--- src/rtl/core/wps_ram.sv ---
// generic single-write ram with registered read
`timescale 1ns / 1ps
module wps_ram #(
    parameter int WIDTH = 8,
    parameter int DEPTH = 16
) (
    input  logic                                      aclk,
    input  logic                                      we,
    input  logic [((DEPTH > 1) ? $clog2(DEPTH) : 1)-1:0] waddr,
    input  logic [WIDTH-1:0]                          wdata,
    input  logic                                      re,
    input  logic [((DEPTH > 1) ? $clog2(DEPTH) : 1)-1:0] raddr,
    output logic [WIDTH-1:0]                          rdata
);
    logic [WIDTH-1:0] mem [DEPTH];
    logic [WIDTH-1:0] rdata_reg;

    always_ff @(posedge aclk) begin
        if (we) begin
            mem[waddr] <= wdata;
        end
        if (re) begin
            rdata_reg <= mem[raddr];
        end
    end

    assign rdata = rdata_reg;
endmodule

--- config.mk ---
export PLATFORM = sky130hd
export DESIGN_NAME = wps_ram
export DESIGN_NICKNAME = d
export VERILOG_FILES = /design/src/rtl/core/wps_ram.sv
export SDC_FILE = /design/constraint.sdc
export NUM_CORES = 1
export LEC_CHECK = 0
export ABC_AREA = 1
export BUFFER_PORTS_ARGS = -buffer_cell sky130_fd_sc_hd__buf_2
export CAP_MARGIN = 15
export CELL_PAD_IN_SITES_DETAIL_PLACEMENT = 1
export CELL_PAD_IN_SITES_GLOBAL_PLACEMENT = 1
export CORE_MARGIN = 2
export CORE_UTILIZATION = 52
export CTS_CLUSTER_SIZE = 10
export DETAILED_ROUTE_END_ITERATION = 12
export MAX_ROUTING_LAYER = met4
export PLACE_DENSITY_LB_ADDON = 0.2
export SLEW_MARGIN = 20
export SYNTH_ARGS = -nofsm -noshare
export SYNTH_HDL_FRONTEND = slang
export SYNTH_SLANG_ARGS = --single-unit
--- constraint.sdc ---
create_clock -name aclk -period 2.8 [get_ports aclk]
set_clock_uncertainty 0.1 [all_clocks]
set_input_delay 0.28 -clock aclk [delete_from_list [all_inputs] [get_ports aclk]]
set_output_delay 0.28 -clock aclk [all_outputs]
set_load 0.01 [all_outputs]
==> run metrics <==
Tcrit/Tclk final 0.622; CTS Sinks approximately 140; antenna violations before repair 0; Syn Nets 570; Ys Warns 0; most frequent cell on the critical path nand3_1; relative slew slack 0.390; critical path capture point type flip-flop; Cell variety after synth 11; required time of the critical path roughly 3000 ps; share of layout cells above drive strength 1 0.100; Post-Route WL 15400 µm; Largest register FFs between 100 and 150; WP data arrival 1920 ps; Via Count around 4.1k; # diodes 0; power density over the cells 723 nW/µm²; Worst Slack Setup Final 1060 ps; gpl congestion 0.834; first-pass GRT wire length between 20000 and 25000 µm; Post-DRT Antenna Nets 0; post-synthesis simple-gate area fraction 0.208; min-delay worst type in -> reg; Final setup viols 0; cells after synthesis ~550; Max FO, Critical Path 33; Final Critical Period between 1500 and 2000 ps; post-synthesis xor/xnor area fraction 0; area leader, netlist edfxtp_1; Die Span X between 100 and 150 µm; Layout area overhead 12.9%; Overall Power about 4800 µW; reg2reg path depth 6; post-synth top area share 0.698; Place WS between 500 and 600 ps; Hold Path Depth 1; clock latency at the later pin of the worst-skew pair 530 ps; post-synthesis sequential area ratio 0.698; Clock transition at path regs 60 ps; CP peak stage delay 540 ps; Synth area leaders edfxtp_1, nand2_1, nand3_1; Worst Tran Pin Value between 900 and 1000 ps; buffers plus inverters on the worst setup path 2; Fin Setup TNS 0 ps; cts repair resizes 0; Core ar. 10900 µm²; Levels on crit path 6; RSZ-0062 raised after global routing false; Starting Density 0.537; DR pass1 iterations 5; worst hold margin just under 40 ps; CTS root buffer clkbuf_8; synthesized area per cell roughly 11 µm²; Yosys reg bits 136; Leakage roughly 0.0028 µW; mux share of post-synthesis cell area 0; WS Path Type in -> reg; Top delay family on crit path buffers and inverters; Max clock buf depth 2; drt wl/cell between 20 and 25 µm; # IOs 27; Critical-path top delay cell buf_2; Final Net Count 595; Placed Area ~6000 µm²; Startpoint Class input pin; CTS H-Tree Depth 4; vias in the first global route between 4k and 5k; max_cap viols 0; critical-path cell list buf_2, inv_2, nand3_1, nand3_1, nand3_1, nand2_1; PortBufs 26; compound-cell area share of the yosys netlist 0; Starting DRT DRC Count between 300 and 400; Design Area, Final 6600 µm²; Synth Cell Area 5850 µm²; grt ovf 0; chip height 110 µm; Worst VDD drop around 0.57 mV; largest net degree at the start of global routing 65; overall routing resource usage 0.292; largest family of logic cells by synthesized area simple AND/OR/NAND/NOR gates; # rows 38; Die ar. between 10000 and 15000 µm²; HPWL Detailed approximately 9500 µm; final max-slew violation count 0; Achievable Freq roughly 570 MHz; post-CTS setup buffer count 0; CTS tree done; hold buffers post-CTS 0; CTS buffer count 17; Via density approximately 5.6; Adder-Cell Fraction of Synth Area 0; status finished clean; drt drc 0; final hold vios 0
where the power goes:
| part | switching (µW) | internal [µW] |
|---|---|---|
| Sequential | 15.0 | 2290 |
| Combinational | 215 | 72.2 |
| Clock | 830 | 1350 |
cell usage in the layout (no fill, tap or decap), types with 3 or more instances in the layout:
cell type    n
clkinv_1     3
bufinv_16    3
clkinv_4     3
nor2_1      17
inv_1      100
buf_4        3
clkbuf_16   16
nand2_1    173
edfxtp_1   136
nand3_1     97
buf_2       26
worst register-to-register path, cell delays in order (launching register included):
cell and delay, ps:
edfxtp_1 360, inv_1 60, nand2_1 50, nand3_1 120
nand3_1 150, nand3_1 180, nand2_1 80
final cells by class:
| cell class | instances | area (µm²) |
|---|---|---|
| fillers | 1166 | 4280 |
| repair buffers | 30 | 173 |
| multi-input cells | 289 | 1210 |
| well taps | 140 | 175 |
| clock inverters | 13 | 154 |
| clock buffers | 19 | 422 |
| flip-flops and latches | 136 | 4080 |
| inverters | 102 | 383 |
per-layer routing:
metal | GRT usage | vias to the layer above | share of wire
met5 | - | - | 0
met4 | 0.129 | 0 | 0.032
met3 | 0.0564 | 43 | 0.057
met2 | 0.482 | 175 | 0.51
met1 | 0.352 | 2003 | 0.40
li1 | - | 1829 | -
path summary, 6_finish.rpt:
path,from,endpoint,slack (ps)
worst min-delay path,re,rdata[3],40
worst max-delay path,raddr[1],rdata[5],1060
worst max register to register,mem[9][5],rdata[5],1450
worst min register to register,mem[11][7],rdata[7],670
cells in the mapped netlist:
master / n
buf_1: 1
buf_2: 13
buf_4: 4
buf_6: 6
edfxtp_1: 136
inv_1: 100
inv_2: 2
nand2_1: 173
nand3_1: 97
nand3b_1: 2
nor2_1: 17
logic make-up after synthesis:
group                  after synthesis
buffers and inverters              126
DFF                                136
and+or+nand+nor                    289
through the flow:
stage,cells,util
after floorplan,551,-
after global placement,697,0.554
after detailed placement,697,0.554
after CTS,729,0.607
after global routing,729,0.607
final,729,0.607
(Power assumes the default switching activity.)
