**src/rtl/core/wps_pkg.sv**
```systemverilog
// shared types, register codes and cordic constants of the pose smoother
`timescale 1ns / 1ps
package wps_pkg;

    localparam int CORDIC_STEPS = 16;
    localparam int ITER_W = 4;
    localparam int ENT_W = 144;
    localparam int CFG_IDX_W = 2;
    localparam int CFG_DATA_W = 16;

    localparam logic signed [33:0] CORDIC_START = 34'sd652032874;

    typedef enum logic [CFG_IDX_W-1:0] {
        REG_WINDOW = 2'd0,
        REG_MAX_AGE = 2'd1,
        REG_DECAY = 2'd2
    } cfg_reg_t;

    typedef struct packed {
        logic signed [31:0] x;
        logic signed [31:0] y;
        logic signed [31:0] z;
        logic signed [15:0] heading;
        logic [31:0] stamp;
    } hist_ent_t;

    typedef struct packed {
        logic start;
        logic vect;
    } cord_ctl_t;

    function automatic logic [31:0] phase_tab(input logic [ITER_W-1:0] i);
        logic [31:0] v;
        case (i)
            4'd0: v = 32'd536870912;
            4'd1: v = 32'd316933406;
            4'd2: v = 32'd167458907;
            4'd3: v = 32'd85004756;
            4'd4: v = 32'd42667331;
            4'd5: v = 32'd21354465;
            4'd6: v = 32'd10679838;
            4'd7: v = 32'd5340245;
            4'd8: v = 32'd2670163;
            4'd9: v = 32'd1335087;
            4'd10: v = 32'd667544;
            4'd11: v = 32'd333772;
            4'd12: v = 32'd166886;
            4'd13: v = 32'd83443;
            4'd14: v = 32'd41722;
            4'd15: v = 32'd20861;
            default: v = 32'd0;
        endcase
        return v;
    endfunction

endpackage

```
**src/rtl/core/wps_cordic.sv**
```systemverilog
// shared cordic unit, rotation for sine and cosine, vectoring for phase
`timescale 1ns / 1ps
module wps_cordic #(
    parameter int CW = 40
) (
    input  logic                   aclk,
    input  logic                   aresetn,
    input  wps_pkg::cord_ctl_t     ctl,
    input  logic signed [CW-1:0]   x_in,
    input  logic signed [CW-1:0]   y_in,
    input  logic [31:0]            z_in,
    output logic                   done,
    output logic signed [CW-1:0]   x_out,
    output logic signed [CW-1:0]   y_out,
    output logic [31:0]            z_out
);
    logic signed [CW-1:0] x_reg, y_reg, x_next, y_next, dx, dy;
    logic [31:0] z_reg, z_next, tab;
    logic [wps_pkg::ITER_W-1:0] iter_reg;
    logic busy_reg, done_reg, vect_reg, dir;

    always_comb begin
        dx = y_reg >>> iter_reg;
        dy = x_reg >>> iter_reg;
        tab = wps_pkg::phase_tab(iter_reg);
        dir = vect_reg ? !(y_reg > 0) : !z_reg[31];
        if (dir) begin
            x_next = x_reg - dx;
            y_next = y_reg + dy;
            z_next = z_reg - tab;
        end else begin
            x_next = x_reg + dx;
            y_next = y_reg - dy;
            z_next = z_reg + tab;
        end
    end

    always_ff @(posedge aclk) begin
        if (!aresetn) begin
            busy_reg <= 1'b0;
            done_reg <= 1'b0;
        end else begin
            done_reg <= 1'b0;
            if (ctl.start) begin
                busy_reg <= 1'b1;
            end else if (busy_reg && iter_reg == wps_pkg::ITER_W'(wps_pkg::CORDIC_STEPS - 1)) begin
                busy_reg <= 1'b0;
                done_reg <= 1'b1;
            end
        end
    end

    always_ff @(posedge aclk) begin
        if (ctl.start) begin
            x_reg <= x_in;
            y_reg <= y_in;
            z_reg <= z_in;
            vect_reg <= ctl.vect;
            iter_reg <= '0;
        end else if (busy_reg) begin
            x_reg <= x_next;
            y_reg <= y_next;
            z_reg <= z_next;
            iter_reg <= iter_reg + 1'b1;
        end
    end

    assign done = done_reg;
    assign x_out = x_reg;
    assign y_out = y_reg;
    assign z_out = z_reg;
endmodule

```
**config.mk**
```make
export PLATFORM = sky130hd
export DESIGN_NAME = wps_cordic
export DESIGN_NICKNAME = d
export VERILOG_FILES = /design/src/rtl/core/wps_pkg.sv /design/src/rtl/core/wps_cordic.sv
export SDC_FILE = /design/constraint.sdc
export NUM_CORES = 1
export LEC_CHECK = 0
export ABC_AREA = 1
export BUFFER_PORTS_ARGS = -buffer_cell sky130_fd_sc_hd__buf_4
export CAP_MARGIN = 20
export CORE_MARGIN = 8
export CORE_UTILIZATION = 40
export CTS_CLUSTER_DIAMETER = 60
export DETAILED_ROUTE_END_ITERATION = 6
export SYNTH_ARGS = -nofsm -noshare
export SYNTH_HDL_FRONTEND = slang
export SYNTH_SLANG_ARGS = --single-unit
```
**constraint.sdc**
```tcl
create_clock -name aclk -period 9.3 [get_ports aclk]
set_clock_uncertainty 0.15 [all_clocks]
set_input_delay 0.93 -clock aclk [delete_from_list [all_inputs] [get_ports aclk]]
set_output_delay 0.93 -clock aclk [all_outputs]
set_load 0.005 [all_outputs]
```
==> results.json <==
{
  "diodes": 0,
  "max_freq_mhz": 154,
  "ys_ff_latch": 149,
  "arrival_ps": 6520,
  "grt.overflow.total": 0,
  "wl_per_cell_um": 20.3,
  "cts_buffer_depth": 2,
  "crit_required_ps": 9350,
  "worstSetupEndpointType": "register",
  "rsz0062_at_grt": "no",
  "num_io_pins": 229,
  "core-area_um2": 48500,
  "drcViolationCount": 0,
  "maxSlewHeadroom_pct": 28.1,
  "syn_to_final_growth_pct": 13.9,
  "finalSetupTns_ps": 0,
  "synth_largest_area_cell": "nand2_1",
  "drt_first_pass_iters": 6,
  "fin_crit_ps": 6480,
  "synth_edf_count": 113,
  "root_buffer": "clkbuf_16",
  "clk-insertion-delay-late_ps": 500,
  "cts.sinks": 149,
  "setup_viol": 0,
  "drtAntennaViolNets": 0,
  "drv_slew": 0,
  "grt_start_max_net_pins": 86,
  "fp.dieW_um": 237,
  "place_hpwl_um": 67800,
  "drive_gt1_share_pct": 10.2,
  "fillers": 5275,
  "avgViaCountPerCell": 5.56,
  "hold_viol_final": 0,
  "nets": 3658,
  "avgSynthCellArea_um2": 5.99,
  "ys_warn_count": 0,
  "ctsHoldBuffers": 0,
  "gp_congestion": 0.953,
  "seqCellArea_um2": 4120,
  "worstMarginPinSlew_ps": 1080,
  "start_util_pct": 40.2,
  "drtIter0Drc": 2171,
  "post-cts-setup-buffers": 0,
  "antenna_found_initial": 1,
  "vias": 22504,
  "cts_buffers": 17,
  "routed_wl_um": 82200,
  "yosysUniqueCellTypes": 48,
  "path_clk_slew_ps": 70,
  "h-tree-depth": 4,
  "worstPathMaxFanout": 72,
  "async_flop_share_pct": 0,
  "grt_pass1_wl_um": 126000,
  "rows": 81,
  "syn_inst": 3263,
  "cts-resized-gates": 0,
  "synth_top_area_share_pct": 18.8,
  "status": "finished clean",
  "synth-main-ff-cell": "edfxtp_1",
  "critPathLaunchType": "register",
  "synth_area_um2": 19500,
  "ys_seq_area_share_pct": 21.1,
  "multiInputGateArea_um2": 13800,
  "grt_util_all_layers_pct": 28.4,
  "first_global_vias": 21421,
  "hp-class": "register to register",
  "path_class": "register to register",
  "io_buffers": 228,
  "die_area_um2": 56200,
  "chipHeight_um": 237,
  "cap_viol_max_count": 0,
  "synthTopCellsByArea": "nand2_1 19%, edfxtp_1 17%, nand3_1 12%",
  "synth_nets": 3507,
  "timing.final.crit_share_pct": 69.6,
  "tritoncts": "done"
}
cell type report:
| type | instances | share of cell area (%) |
|---|---|---|
| clock buffer | 20 | 2.20 |
| clock inverter | 12 | 0.456 |
| inverter | 311 | 5.25 |
| multi-input combinational | 2691 | 61.8 |
| sequential | 149 | 18.5 |
| tap | 622 | 3.50 |
| timing repair buffer | 244 | 8.24 |
cells by family after synthesis:
family	count (synthesis)	share of synthesized area, %
AO/OA/AOI/OAI	492	14.0
XOR/XNOR	130	5.83
adder cells (fa/ha/maj)	128	8.31
buffers and inverters	423	8.63
flip-flops	149	21.1
AND/OR/NAND/NOR	1941	42.2
stage by stage:
step | std cells | area (um2) | utilization, % | hold slack, ps | setup WS [ps]
floorplan | 3263 | 19500 | - | 373 | 4960
global placement | 4017 | 21600 | 44.6 | 446 | 3100
detailed placement | 4017 | 21600 | 44.6 | 458 | 3140
CTS | 4049 | 22200 | 45.8 | 423 | 3100
global route | 4049 | 22200 | 45.8 | 439 | 2420
finish | 4049 | 22200 | 45.8 | 466 | 2820
synthesized netlist by cell type, drive strengths merged (28+ instances only):
master,count
a21oi,160
a31oi,32
buf,66
clkbuf,46
dfxtp,36
edfxtp,113
ha,125
inv,309
nand2,979
nand3,481
nand4,28
nor2,332
nor3,42
o21ai,219
or2,55
xnor2,56
xor2,74
per-layer routing:
layer	vias up	share of wire, %	global-route usage (%)	wire length (um)
li1	11191	-	-	-
met1	10385	44	36.7	35900
met2	822	47	48.2	38900
met3	104	6.9	5.81	5690
met4	2	2.1	6.57	1710
met5	-	0.016	0	13
layout by cell type, fill, tap and decap left out, types with 13 or more instances in the layout:
cell type	count
a21o_1	13
or2_2	53
a21oi_1	160
ha_1	125
o21ai_0	173
nand2_1	978
clkbuf_16	19
nand3_1	481
xor2_1	74
dfxtp_1	32
a31oi_1	32
o21ai_1	44
nor2_1	327
nand4_1	28
inv_1	302
o21bai_1	15
edfxtp_1	113
nor3_1	41
nor4_1	14
xnor2_1	56
buf_4	244
critical path, stage by stage, from the launching register on:
cell and delay (ps):
dfxtp_2 310, buf_4 600, inv_2 520, buf_4 420, nand3_1 160, nand2_1 60, nand2_1 70, nand2_1 110
inv_1 70, ha_1 180, inv_1 80, nor2_1 210, nand2_1 140, nor2_2 170, inv_1 80, nand2_1 70
xor2_1 330, ha_1 280, nand2_1 130, nor2_1 170, nand4_1 180, a21oi_1 260, nor2_1 140, o21ai_0 680
a21oi_1 220, xor2_1 200, o21ai_0 110
worst paths after layout:
check,depth (start not counted),slack (ps),end,startpoint
worst max-delay path,26,2820,y_out[24]$_DFFE_PP_,iter_reg[2]$_SDFFE_PP0P_
worst min-delay path,2,470,iter_reg[1]$_SDFFE_PP0P_,busy_reg$_SDFFE_PN0P_
worst max register to register,26,2820,y_out[24]$_DFFE_PP_,iter_reg[2]$_SDFFE_PP0P_
worst min register to register,2,470,iter_reg[1]$_SDFFE_PP0P_,busy_reg$_SDFFE_PN0P_
Power is left out: the tool's default activity adds up to more than one toggle a clock period on the data nets, which glitch-free logic cannot reach.
