--- config.mk ---
export PLATFORM = sky130hd
export DESIGN_NAME = wps_div
export DESIGN_NICKNAME = d
export VERILOG_FILES = /design/src/rtl/core/wps_div.sv
export SDC_FILE = /design/constraint.sdc
export NUM_CORES = 1
export LEC_CHECK = 0
export CAP_MARGIN = 20
export CORE_MARGIN = 2
export CORE_UTILIZATION = 70
export CTS_BUF_LIST = sky130_fd_sc_hd__clkbuf_2
export DETAILED_ROUTE_END_ITERATION = 7
export DONT_BUFFER_PORTS = 1
export MAX_ROUTING_LAYER = met4
export PLACE_DENSITY = 0.87
export SETUP_SLACK_MARGIN = 0.2
export SLEW_MARGIN = 30
export SYNTH_ARGS = -nofsm -noshare
export SYNTH_HDL_FRONTEND = slang
export SYNTH_SLANG_ARGS = --single-unit
--- constraint.sdc ---
create_clock -name aclk -period 8.7 [get_ports aclk]
set_clock_uncertainty 0.1 [all_clocks]
set_input_delay 0.435 -clock aclk [delete_from_list [all_inputs] [get_ports aclk]]
set_output_delay 0.435 -clock aclk [all_outputs]
set_load 0.02 [all_outputs]
--- src/rtl/core/wps_div.sv ---
// bit-serial rounded division of a signed sum by the total weight
`timescale 1ns / 1ps
module wps_div #(
    parameter int NUM_W = 54,
    parameter int DEN_W = 22
) (
    input  logic                    aclk,
    input  logic                    aresetn,
    input  logic                    start,
    input  logic signed [NUM_W-1:0] num,
    input  logic [DEN_W-1:0]        den,
    output logic                    done,
    output logic [31:0]             quot
);
    localparam int CNT_W = $clog2(NUM_W + 1);

    logic [NUM_W-1:0] mag_reg, q_reg, abs_num;
    logic [DEN_W:0] rem_reg, rem_sh;
    logic [DEN_W-1:0] den_reg;
    logic [CNT_W-1:0] cnt_reg;
    logic busy_reg, done_reg, neg_reg, ge;

    always_comb begin
        abs_num = num[NUM_W-1] ? NUM_W'(-num) : NUM_W'(num);
        rem_sh = {rem_reg[DEN_W-1:0], mag_reg[NUM_W-1]};
        ge = rem_sh >= {1'b0, den_reg};
    end

    always_ff @(posedge aclk) begin
        if (!aresetn) begin
            busy_reg <= 1'b0;
            done_reg <= 1'b0;
        end else begin
            done_reg <= 1'b0;
            if (start) begin
                busy_reg <= 1'b1;
            end else if (busy_reg && cnt_reg == CNT_W'(1)) begin
                busy_reg <= 1'b0;
                done_reg <= 1'b1;
            end
        end
    end

    always_ff @(posedge aclk) begin
        if (start) begin
            mag_reg <= abs_num + NUM_W'(den >> 1);
            rem_reg <= '0;
            q_reg <= '0;
            den_reg <= den;
            neg_reg <= num[NUM_W-1];
            cnt_reg <= CNT_W'(NUM_W);
        end else if (busy_reg) begin
            mag_reg <= mag_reg << 1;
            rem_reg <= ge ? (rem_sh - {1'b0, den_reg}) : rem_sh;
            q_reg <= {q_reg[NUM_W-2:0], ge};
            cnt_reg <= cnt_reg - 1'b1;
        end
    end

    assign done = done_reg;
    assign quot = neg_reg ? (32'd0 - q_reg[31:0]) : q_reg[31:0];
endmodule

==> summary.txt, run 1 <==
Outcome
  • Run status: finished clean

Floorplan
  • Die Footprint: 16100 µm²
  • Die height: 127 µm
  • Num rows: 44
  • Die Wd: 127 µm
  • Ports: 112
  • Starting Density: 72.3%
  • Core area: 14600 µm²

STA
  • RSZ-0062 raised after global routing: no
  • Relative slew margins: 39.3%
  • Peak Freq: 226 MHz
  • Setup TNS: 0 ns
  • Max-slew violations: 0
  • Final min period: 4.43 ns
  • Worst Tran Pin Value: 0.910 ns
  • Fin worst setup slack: 4.27 ns
  • Final period util: 50.9%
  • Setup Viol. Count Final: 0
  • Hold Vio Cnt, Final: 0

Yosys
  • EDFF count, synth: 77
  • Sequential element share of the synthesized area: 33.6%
  • Synth Area in Compound Gates: 15.7%
  • Syn Nets: 1277
  • Main combinational cell family by area after synthesis: simple AND/OR/NAND/NOR gates
  • Simple-Gate Fraction of Synth Area: 19.9%
  • Xor and xnor fraction of the mapped netlist area: 11.8%
  • Yosys top cell by area: edfxtp_1
  • Syn_area_per_cell: 9.24 µm²
  • Gate Count Post-Synth: 1146
  • Distinct cells, synth: 88
  • Ys Warns: 0
  • Multiplexer area fraction after synthesis: 8.91%
  • Synth Area in Adders: 6.29%
  • Asr flop ratio synth: 0%
  • Synth top area cells: edfxtp_1 (22%), dfxtp_1 (12%), xnor2_1 (8.9%)
  • Synth top area share: 21.8%
  • Post-Syn Area: 10600 µm²
  • Synth Flop Type: edfxtp_1
  • FF+latch count, synth: 139

Setup path
  • R2R setup slack: 4.79 ns
  • CP Launch Point: num[1]
  • R2R depth: 12
  • CP peak stage delay: 0.67 ns
  • Critical Path RT: 9.14 ns
  • Max Fanout on Critical Path: 5
  • Worst reg2reg path endpoint: rem_reg[3]
  • Setup crit end: mag_reg[50]
  • Worst r2r src: den_reg[4]
  • Startpoint types: input pin
  • Slowest cell on the critical path: nor4_1
  • Critical Path AT: 4.87 ns
  • Most frequent cell on the critical path: nand3_1
  • Critical-path cell list: nor4_1 > nand2_1 > or4_1 > o31ai_1 > xnor2_1 > ha_1 > nand3_1 > nor2_1 > nand3_1 > a21oi_1 > a221o_1 > nand4bb_1 > nor4b_2 > xor2_1 > mux2_2
  • Worst setup EP type: flip-flop
  • WS Path Type: input pin to flip-flop

Placed design
  • Pre-CTS setup slack: 3.75 ns
  • Post-Place Cell Area: 10600 µm²
  • Post-detail-place hpwl: 18100 µm
  • # port buffers: 0
  • GPL Wtd Cong: 0.954

Clock tree
  • Sink Count: 139
  • Cts bufs inserted: 17
  • Setup bufs post-CTS: 0
  • Worst-path clk slew: 0.28 ns
  • Clk root buf: clkbuf_2
  • Hold_buf cts: 29
  • PostCTS Resize Cnt: 0
  • Clk buf depth: 2
  • H-tree depth: 4
  • Clock network latency to the later pin of the worst-skew pair: 0.78 ns
  • CTS tree: done

Drt
  • DRC viols: 0
  • DR pass1 iterations: 5
  • Via count: 9225
  • Antenna viol nets, final: 0
  • Drt total wl: 27300 µm
  • Iteration-0 DRC count of the detailed router: 1057
  • WL/cell: 20.2 µm
  • Via-per-instance ratio: 6.85

Layout
  • Nets: 1281
  • Max FFs per register: 54
  • Proportion of layout cells with a drive suffix above 1: 9.63%
  • Commonest non-fill, non-tap cell in the layout: nor2_1
  • Synthesis-to-finish area growth: 6.35%
  • Commonest cells after routing, fill and taps aside: nor2_1 (110), xnor2_1 (108), nand2_1 (82)
  • N_diodes: 0
  • FILL cells: 983
  • Design Area, Final: 11300 µm²
  • Layout Utilization: 76.9%

Global route
  • GRT overflow: 0
  • Vias in the first global route: 8715
  • Total GRT Usage: 34.6%
  • Largest net degree at the start of global routing: 134
  • First-pass GRT wire length: 43600 µm
  • Initial antenna violation count: 0

Power
  • PD cells: 158 nW/µm²
  • Total Power: 1.77 mW
  • P_leak: 4.33 nW
  • VDD IR max: 0.135 mV

Flow run
  • MaxCap Viol Count: 0

Hold path
  • Worst hold-check path type: input pin to flip-flop
-- power by group --
part	leakage, nW	switching (mW)	internal (mW)
Clock	0.162	0.278	0.169
Sequential	1.27	0.0346	0.771
Combinational	2.89	0.296	0.226
Total	4.33	0.609	1.17
-- Yosys cell counts (3+ instances only) --
master and count:
nor2_1 110, xnor2_1 108, nand2_1 82, edfxtp_1 77, dfxtp_1 62, inv_1 51
ha_1 50, mux2i_1 50, o21ai_0 44, a21oi_1 38, mux2_2 38, clkbuf_1 37
xor2_1 35, nand3_1 31, nor3_1 25, a211oi_1 24, nor4_1 24, o31ai_1 24
a21o_1 22, o41ai_1 16, nand4_1 15, or4_1 14, nand2b_1 13, or3_1 11
and3_1 7, buf_2 7, a31oi_1 6, nand3b_1 6, o21a_1 6, nand4b_1 5
nor2b_1 5, o41ai_2 5, and2_1 4, o211ai_1 4, o21bai_1 4, or4_4 4
a21boi_0 3, a311oi_1 3, and4_1 3, nor4_2 3, nor4_4 3, o21ai_1 3
o311ai_0 3, or2_2 3
-- cell families after synthesis --
group / after synthesis
flip-flops: 139
XOR/XNOR: 143
AND/OR/NAND/NOR: 388
adder cells (fa/ha/maj): 52
AO/OA/AOI/OAI: 234
multiplexers: 89
buffers and inverters: 101
-- layout make-up --
class	count	area [µm²]	area share [%]
clock buffers	18	90.1	0.800
clock inverters	14	180	1.60
inverters	52	198	1.76
well taps	184	230	2.04
multi-input cells	906	6630	58.9
flip-flops and latches	139	3560	31.6
repair buffers	34	373	3.31
-- stage by stage --
step	hold WS, ns	cells
after global placement	0.375	1282
final	0.0244	1347
after CTS	0.000430	1343
after detailed placement	0.387	1282
after floorplan	0.360	1146
after global routing	0.00639	1347
-- worst min-delay path by stage --
stage | start | endpoint | slack [ns] | cells after the start
2_1_floorplan | cnt_reg[1] | cnt_reg[1] | 0.36 | 2
3_3_place_gp | cnt_reg[0] | cnt_reg[0] | 0.38 | 2
3_5_place_dp | cnt_reg[0] | cnt_reg[0] | 0.39 | 2
4_1_cts | num[30] | mag_reg[30] | 0.0004 | 3
5_1_grt | start | q_reg[13] | 0.006 | 2
6_report | start | den_reg[6] | 0.02 | 1
-- worst max-delay path: cells and delay by family --
kind | cells | cell delay (ns)
AO/OA/AOI/OAI | 3 | 0.97
XOR/XNOR | 2 | 0.26
adder cells (fa/ha/maj) | 1 | 0.36
multiplexers | 1 | 0.27
AND/OR/NAND/NOR | 8 | 2.58
-- layer usage --
layer  vias to the layer above  share of wire (%)  wire (µm)  GRT usage, %
met5                         -                  0          0             -
met4                         0                4.5       1220          16.7
met3                       108                9.1       2480          7.54
met2                       563                 46      12500          53.7
met1                      4282                 41      11100          43.3
li1                       4272                  -          -             -
Power figures use the tool's default switching activity.
==> run 2, diff against run 1 <==
--- a/config.mk
+++ b/config.mk
@@ -7,12 +7,12 @@
 export LEC_CHECK = 0
 export CAP_MARGIN = 20
 export CORE_MARGIN = 2
-export CORE_UTILIZATION = 70
+export CORE_UTILIZATION = 67
 export CTS_BUF_LIST = sky130_fd_sc_hd__clkbuf_2
 export DETAILED_ROUTE_END_ITERATION = 7
 export DONT_BUFFER_PORTS = 1
 export MAX_ROUTING_LAYER = met4
-export PLACE_DENSITY = 0.87
+export PLACE_DENSITY = 0.84
 export SETUP_SLACK_MARGIN = 0.2
 export SLEW_MARGIN = 30
 export SYNTH_ARGS = -nofsm -noshare
==> constraint.sdc (replaced) <==
create_clock -name aclk -period 4.5 [get_ports aclk]
set_clock_uncertainty 0.1 [all_clocks]
set_input_delay 0.225 -clock aclk [delete_from_list [all_inputs] [get_ports aclk]]
set_output_delay 0.225 -clock aclk [all_outputs]
set_load 0.02 [all_outputs]
==> run 2 against run 1 <==
Net effect: sequential power rose by 92%; non-clock buffer count rose by 49; first-iteration DRC count fell by 16%; largest power group unchanged; highest routed layer unchanged; cell area rose by 4.5%; combinational power rose by 100%; sequential cell count did not move; setup slack got worse by 3.9 ns; global-route usage fell by 1.3 points; routed wire length fell by 1.6%; critical path depth rose by 1; core utilization fell by 0.083 points.
==> summary.txt, run 2 (synthesis results as in run 1) <==
Layout
  • Proportion of layout cells with a drive suffix above 1: 10.5%
  • Max FFs per register: 54
  • Commonest non-fill, non-tap cell in the layout: nor2_1
  • Commonest cells after routing, fill and taps aside: nor2_1 (110), xnor2_1 (106), nand2_1 (82)
  • Synthesis-to-finish area growth: 11.1%
  • Nets: 1330
  • Non-Filler Instances: 1424
  • Design Area, Final: 11800 µm²
  • Layout Utilization: 76.8%

Power
  • Total Power: 3.36 mW
  • P_leak: 4.55 nW
  • Switching Share: 34.1%
  • VDD IR max: 0.183 mV
  • Internal power: 2.22 mW
  • Reg power frac: 46.2%
  • Comb power frac: 31.1%
  • PD cells: 286 nW/µm²
  • Clock share of power: 22.8%
  • Psw: 1.15 mW

Drt
  • Iteration-0 DRC count of the detailed router: 885
  • Drt total wl: 26800 µm
  • Antenna viol nets, final: 0
  • Via-per-instance ratio: 6.53
  • WL/cell: 18.8 µm
  • DRC viols: 0
  • Via count: 9303
  • DR pass1 iterations: 8

Placed design
  • GPL Wtd Cong: 0.929
  • # port buffers: 0
  • Post-detail-place hpwl: 17700 µm
  • Post-Place Cell Area: 10700 µm²
  • Placed cell count: 1320
  • Pre-CTS setup slack: 0.253 ns

Setup path
  • Critical Path AT: 4.66 ns
  • Max Fanout on Critical Path: 14
  • CP peak stage delay: 0.60 ns
  • Slowest cell on the critical path: dlygate4sd3_1
  • Critical Path RT: 5.02 ns
  • Critical-path cell list: inv_1 > ha_1 > or3b_2 > o31ai_1 > xnor2_1 > ha_1 > a211oi_1 > nor2_1 > o22ai_1 > a211oi_1 > o2111ai_1 > a21boi_4 > nand4_1 > dlygate4sd3_1 > a21oi_1 > dlygate4sd3_1
  • Startpoint types: input pin
  • WS Path Type: input pin to flip-flop
  • Worst setup EP type: flip-flop

Floorplan
  • Die Footprint: 16800 µm²
  • Die height: 130 µm
  • Starting Density: 69.1%
  • Core area: 15300 µm²
  • Die Wd: 130 µm
  • Ports: 112
  • Num rows: 45

STA
  • Max-slew violations: 0
  • Worst Tran Pin Value: 0.943 ns
  • Final period util: 92.1%
  • Setup Viol. Count Final: 0
  • Fin worst setup slack: 0.355 ns
  • Setup TNS: 0 ns
  • Relative slew margins: 37.2%
  • Final min period: 4.15 ns
  • Hold Vio Cnt, Final: 0
  • Hold slack: 0.0593 ns
  • Peak Freq: 241 MHz
  • RSZ-0062 raised after global routing: yes

Global route
  • First-pass GRT wire length: 43400 µm
  • Total GRT Usage: 33.4%
  • Vias in the first global route: 8822
  • Initial antenna violation count: 1
  • GRT overflow: 0
  • Largest net degree at the start of global routing: 135

Flow run
  • MaxCap Viol Count: 0

Clock tree
  • Clock network latency to the later pin of the worst-skew pair: 0.75 ns
  • Setup bufs post-CTS: 0
  • Sink Count: 139
  • H-tree depth: 4
  • Cts bufs inserted: 17
  • Clk buf depth: 2
  • Clk root buf: clkbuf_2
  • CTS tree: done
  • Worst-path clk slew: 0.24 ns

Hold path
  • Worst hold-check path type: input pin to flip-flop

Outcome
  • Run status: finished clean
## run 2: changes by cell type in the layout (fill, tap and decap cells not counted), sizes merged
cell,delta
clkinvlp,-1
clkinv,+3
dlygate4sd3,+38
diode,+1
buf,+11
bufinv,-1
clkbuf,-1
## run 2: cell type report
| cell class | instances | area [µm²] |
|---|---|---|
| Clock buffer | 17 | 85.1 |
| Inverter | 52 | 198 |
| Clock inverter | 15 | 145 |
| Sequential cell | 139 | 3560 |
| Fill cell | 1065 | 3550 |
| Multi-Input combinational cell | 906 | 6680 |
| Tap cell | 211 | 264 |
| Timing Repair Buffer | 83 | 828 |
| Antenna cell | 1 | 2.50 |
## run 2: layer usage
metal	routed length, µm	share of wire [%]	track usage (%)
met1	11200	42	43.3
met2	12500	47	52.0
met3	2360	8.8	6.52
met4	731	2.7	12.5
met5	0	0	-
## run 2: what timing repair did
action,in CTS,in global routing
hold buffers,69,2
hold endpoints to repair,161,2
endpoints found under the setup margin,0,7
resized for setup,0,8
## run 2: worst paths after layout
| path | start | endpoint | slack [ns] | depth (start not counted) |
|---|---|---|---|---|
| hold reg to reg | rem_reg[17] | rem_reg[17] | 0.42 | 2 |
| hold / removal | num[11] | mag_reg[12] | 0.06 | 5 |
| setup reg to reg | den_reg[5] | rem_reg[7] | 0.44 | 13 |
| setup / recovery | num[1] | mag_reg[53] | 0.35 | 16 |
## run 2: power groups by stage
stage | registers (mW) | clock network (mW) | logic (mW)
after floorplan | 1.55 | 0 | 0.793
after global placement | 1.57 | 0 | 0.888
after CTS | 1.55 | 0.772 | 1.01
after detailed placement | 1.58 | 0 | 0.916
final | 1.55 | 0.767 | 1.04
after global routing | 1.57 | 0.821 | 1.14
## run 2: worst max-delay path, delay by kind of cell
family          cells  cell delay (ns)
compound gates      7             1.72
buf+inv             3             1.20
simple gates        3             0.83
fa+ha+maj           2             0.54
xor+xnor            1             0.13
==> run 3, diff against run 2 <==
--- a/config.mk
+++ b/config.mk
@@ -11,7 +11,6 @@
 export CTS_BUF_LIST = sky130_fd_sc_hd__clkbuf_2
 export DETAILED_ROUTE_END_ITERATION = 7
 export DONT_BUFFER_PORTS = 1
-export MAX_ROUTING_LAYER = met4
 export PLACE_DENSITY = 0.84
 export SETUP_SLACK_MARGIN = 0.2
 export SLEW_MARGIN = 30
==> constraint.sdc (replaced) <==
create_clock -name aclk -period 4.15 [get_ports aclk]
set_clock_uncertainty 0.1 [all_clocks]
set_input_delay 0.2075 -clock aclk [delete_from_list [all_inputs] [get_ports aclk]]
set_output_delay 0.2075 -clock aclk [all_outputs]
set_load 0.02 [all_outputs]
==> run 3 against run 2 <==
Net effect: sequential cell count unchanged; clock-buffer cell count unchanged; non-clock buffer count increased by 25; setup slack got worse by 0.16 ns; register-to-register slack got worse by 0.07 ns; combinational power increased by 16%; routed wire length increased by 5.6%; clock power increased by 8.3%; critical path type is now flip-flop to output pin; largest cell class unchanged; largest power group unchanged.
==> summary.txt, run 3 (synthesis results as in run 1) <==
Outcome
  • Run status: finished clean

Drt
  • Antenna viol nets, final: 0
  • DR pass1 iterations: 6
  • WL/cell: 19.5 µm
  • Drt total wl: 28300 µm
  • DRC viols: 0
  • Iteration-0 DRC count of the detailed router: 1023
  • Via-per-instance ratio: 6.56
  • Via count: 9501

Floorplan
  • Core area: 15300 µm²
  • Starting Density: 69.1%
  • Die height: 130 µm
  • Num rows: 45
  • Ports: 112
  • Die Footprint: 16800 µm²
  • Die Wd: 130 µm

STA
  • Max-slew violations: 0
  • Final period util: 95.4%
  • RSZ-0062 raised after global routing: yes
  • Worst Tran Pin Value: 0.938 ns
  • Peak Freq: 253 MHz
  • Setup Viol. Count Final: 0
  • Fin worst setup slack: 0.192 ns
  • Hold slack: 0.0365 ns
  • Relative slew margins: 37.5%
  • Final min period: 3.96 ns
  • Hold Vio Cnt, Final: 0

Setup path
  • Kind of cell adding the most delay to the critical path: simple AND/OR/NAND/NOR gates
  • Most frequent cell on the critical path: or4_4
  • CP Buf/Inv Count: 2
  • Critical Path AT: 3.65 ns
  • R2R setup slack: 0.37 ns
  • Setup crit end: quot[31]
  • R2R depth: 13
  • Worst setup EP type: output pin
  • Worst reg2reg path endpoint: rem_reg[7]
  • CP peak stage delay: 0.46 ns
  • Startpoint types: flip-flop
  • Critical-path cell list: nor4_4 > buf_4 > nand3_2 > or4_4 > or4_4 > inv_2 > nand2_2 > or3_4 > o31ai_4 > xnor2_2
  • Worst path depth: 10
  • CP Launch Point: q_reg[5]
  • Slowest cell on the critical path: or4_4
  • Critical Path RT: 3.84 ns
  • WS Path Type: flip-flop to output pin
  • Worst r2r src: den_reg[4]
  • Max Fanout on Critical Path: 4

Clock tree
  • H-tree depth: 4
  • Clk buf depth: 2
  • Sink Count: 139
  • Worst-path clk slew: 0.24 ns
  • Cts bufs inserted: 17
  • Clk root buf: clkbuf_2
  • CTS tree: done
  • Clock network latency to the later pin of the worst-skew pair: 0.76 ns

Hold path
  • Worst hold-check path type: input pin to flip-flop

Power
  • P_leak: 4.73 nW
  • PD cells: 307 nW/µm²
  • VDD IR max: 0.229 mV

Placed design
  • Pre-CTS setup slack: -0.0239 ns
  • GPL Wtd Cong: 0.956
  • Post-detail-place hpwl: 18100 µm
  • # port buffers: 0

Global route
  • Largest net degree at the start of global routing: 135
  • Total GRT Usage: 32.8%
  • Initial antenna violation count: 1
  • Vias in the first global route: 8868
  • First-pass GRT wire length: 43900 µm
  • GRT overflow: 0

Layout
  • Proportion of layout cells with a drive suffix above 1: 13.6%
  • Nets: 1355
  • Commonest cells after routing, fill and taps aside: nor2_1 (110), xnor2_1 (101), nand2_1 (81)
  • Max FFs per register: 54
  • Synthesis-to-finish area growth: 14.5%
  • Commonest non-fill, non-tap cell in the layout: nor2_1

Flow run
  • MaxCap Viol Count: 0
run 3: stage by stage:
stage / cell area (µm²) / setup TNS [ns] / total power, mW / util, % / instances
detailed placement: 10800 / -0.0386 / 2.72 / 70.6 / 1328
global placement: 10800 / 0 / 2.68 / 70.6 / 1328
global route: 12100 / 0 / 3.88 / 79.1 / 1449
CTS: 11900 / 0 / 3.64 / 77.9 / 1437
floorplan: 10600 / 0 / 2.54 / - / 1146
finish: 12100 / 0 / 3.72 / 79.1 / 1449
run 3: worst min-delay path by stage:
stage | startpoint | to | slack [ns] | depth (start not counted)
3_3_place_gp | start | rem_reg[4] | 0.19 | 1
5_1_grt | den[16] | den_reg[16] | 0.004 | 1
3_5_place_dp | start | rem_reg[7] | 0.20 | 1
6_report | den[14] | mag_reg[14] | 0.04 | 5
4_1_cts | num[16] | mag_reg[17] | 0.001 | 4
2_1_floorplan | den[0] | den_reg[0] | 0.21 | 0
run 3: per-layer routing:
| metal | up-vias | track usage [%] | part of all wire (%) |
|---|---|---|---|
| met3 | 105 | 6.85 | 8.8 |
| met2 | 561 | 53.0 | 47 |
| met5 | - | 0 | 0 |
| met1 | 4410 | 43.0 | 40 |
| met4 | 0 | 13.7 | 3.3 |
| li1 | 4425 | - | - |
run 3: area by class of cell:
class                           instances  area, µm²
Multi-Input combinational cell        906       6810
Sequential cell                       139       3570
Fill cell                             995       3190
Timing Repair Buffer                  108       1030
Tap cell                              211        264
Inverter                               52        198
Clock inverter                         15        158
Clock buffer                           17       85.1
Antenna cell                            1       2.50
run 3: power by group:
part	switching, mW	internal (mW)	leakage (nW)
registers	0.0624	1.62	1.28
clock network	0.590	0.242	0.147
logic	0.664	0.544	3.31
total	1.32	2.40	4.73
run 3: timing repair:
item / CTS / global route
cloned: 0 / 0
resized for setup: 13 / 21
hold endpoints to repair: 162 / 0
hold buffers: 77 / 0
setup endpoints to repair: 5 / 11
setup buffers: 0 / 10
pin swaps: 2 / 6
run 3: tightest hold or removal path, cell delays in order:
cell	delay, ns
ha_1	0.19
a21oi_1	0.08
nand2_1	0.08
xnor2_1	0.06
o21ai_0	0.15
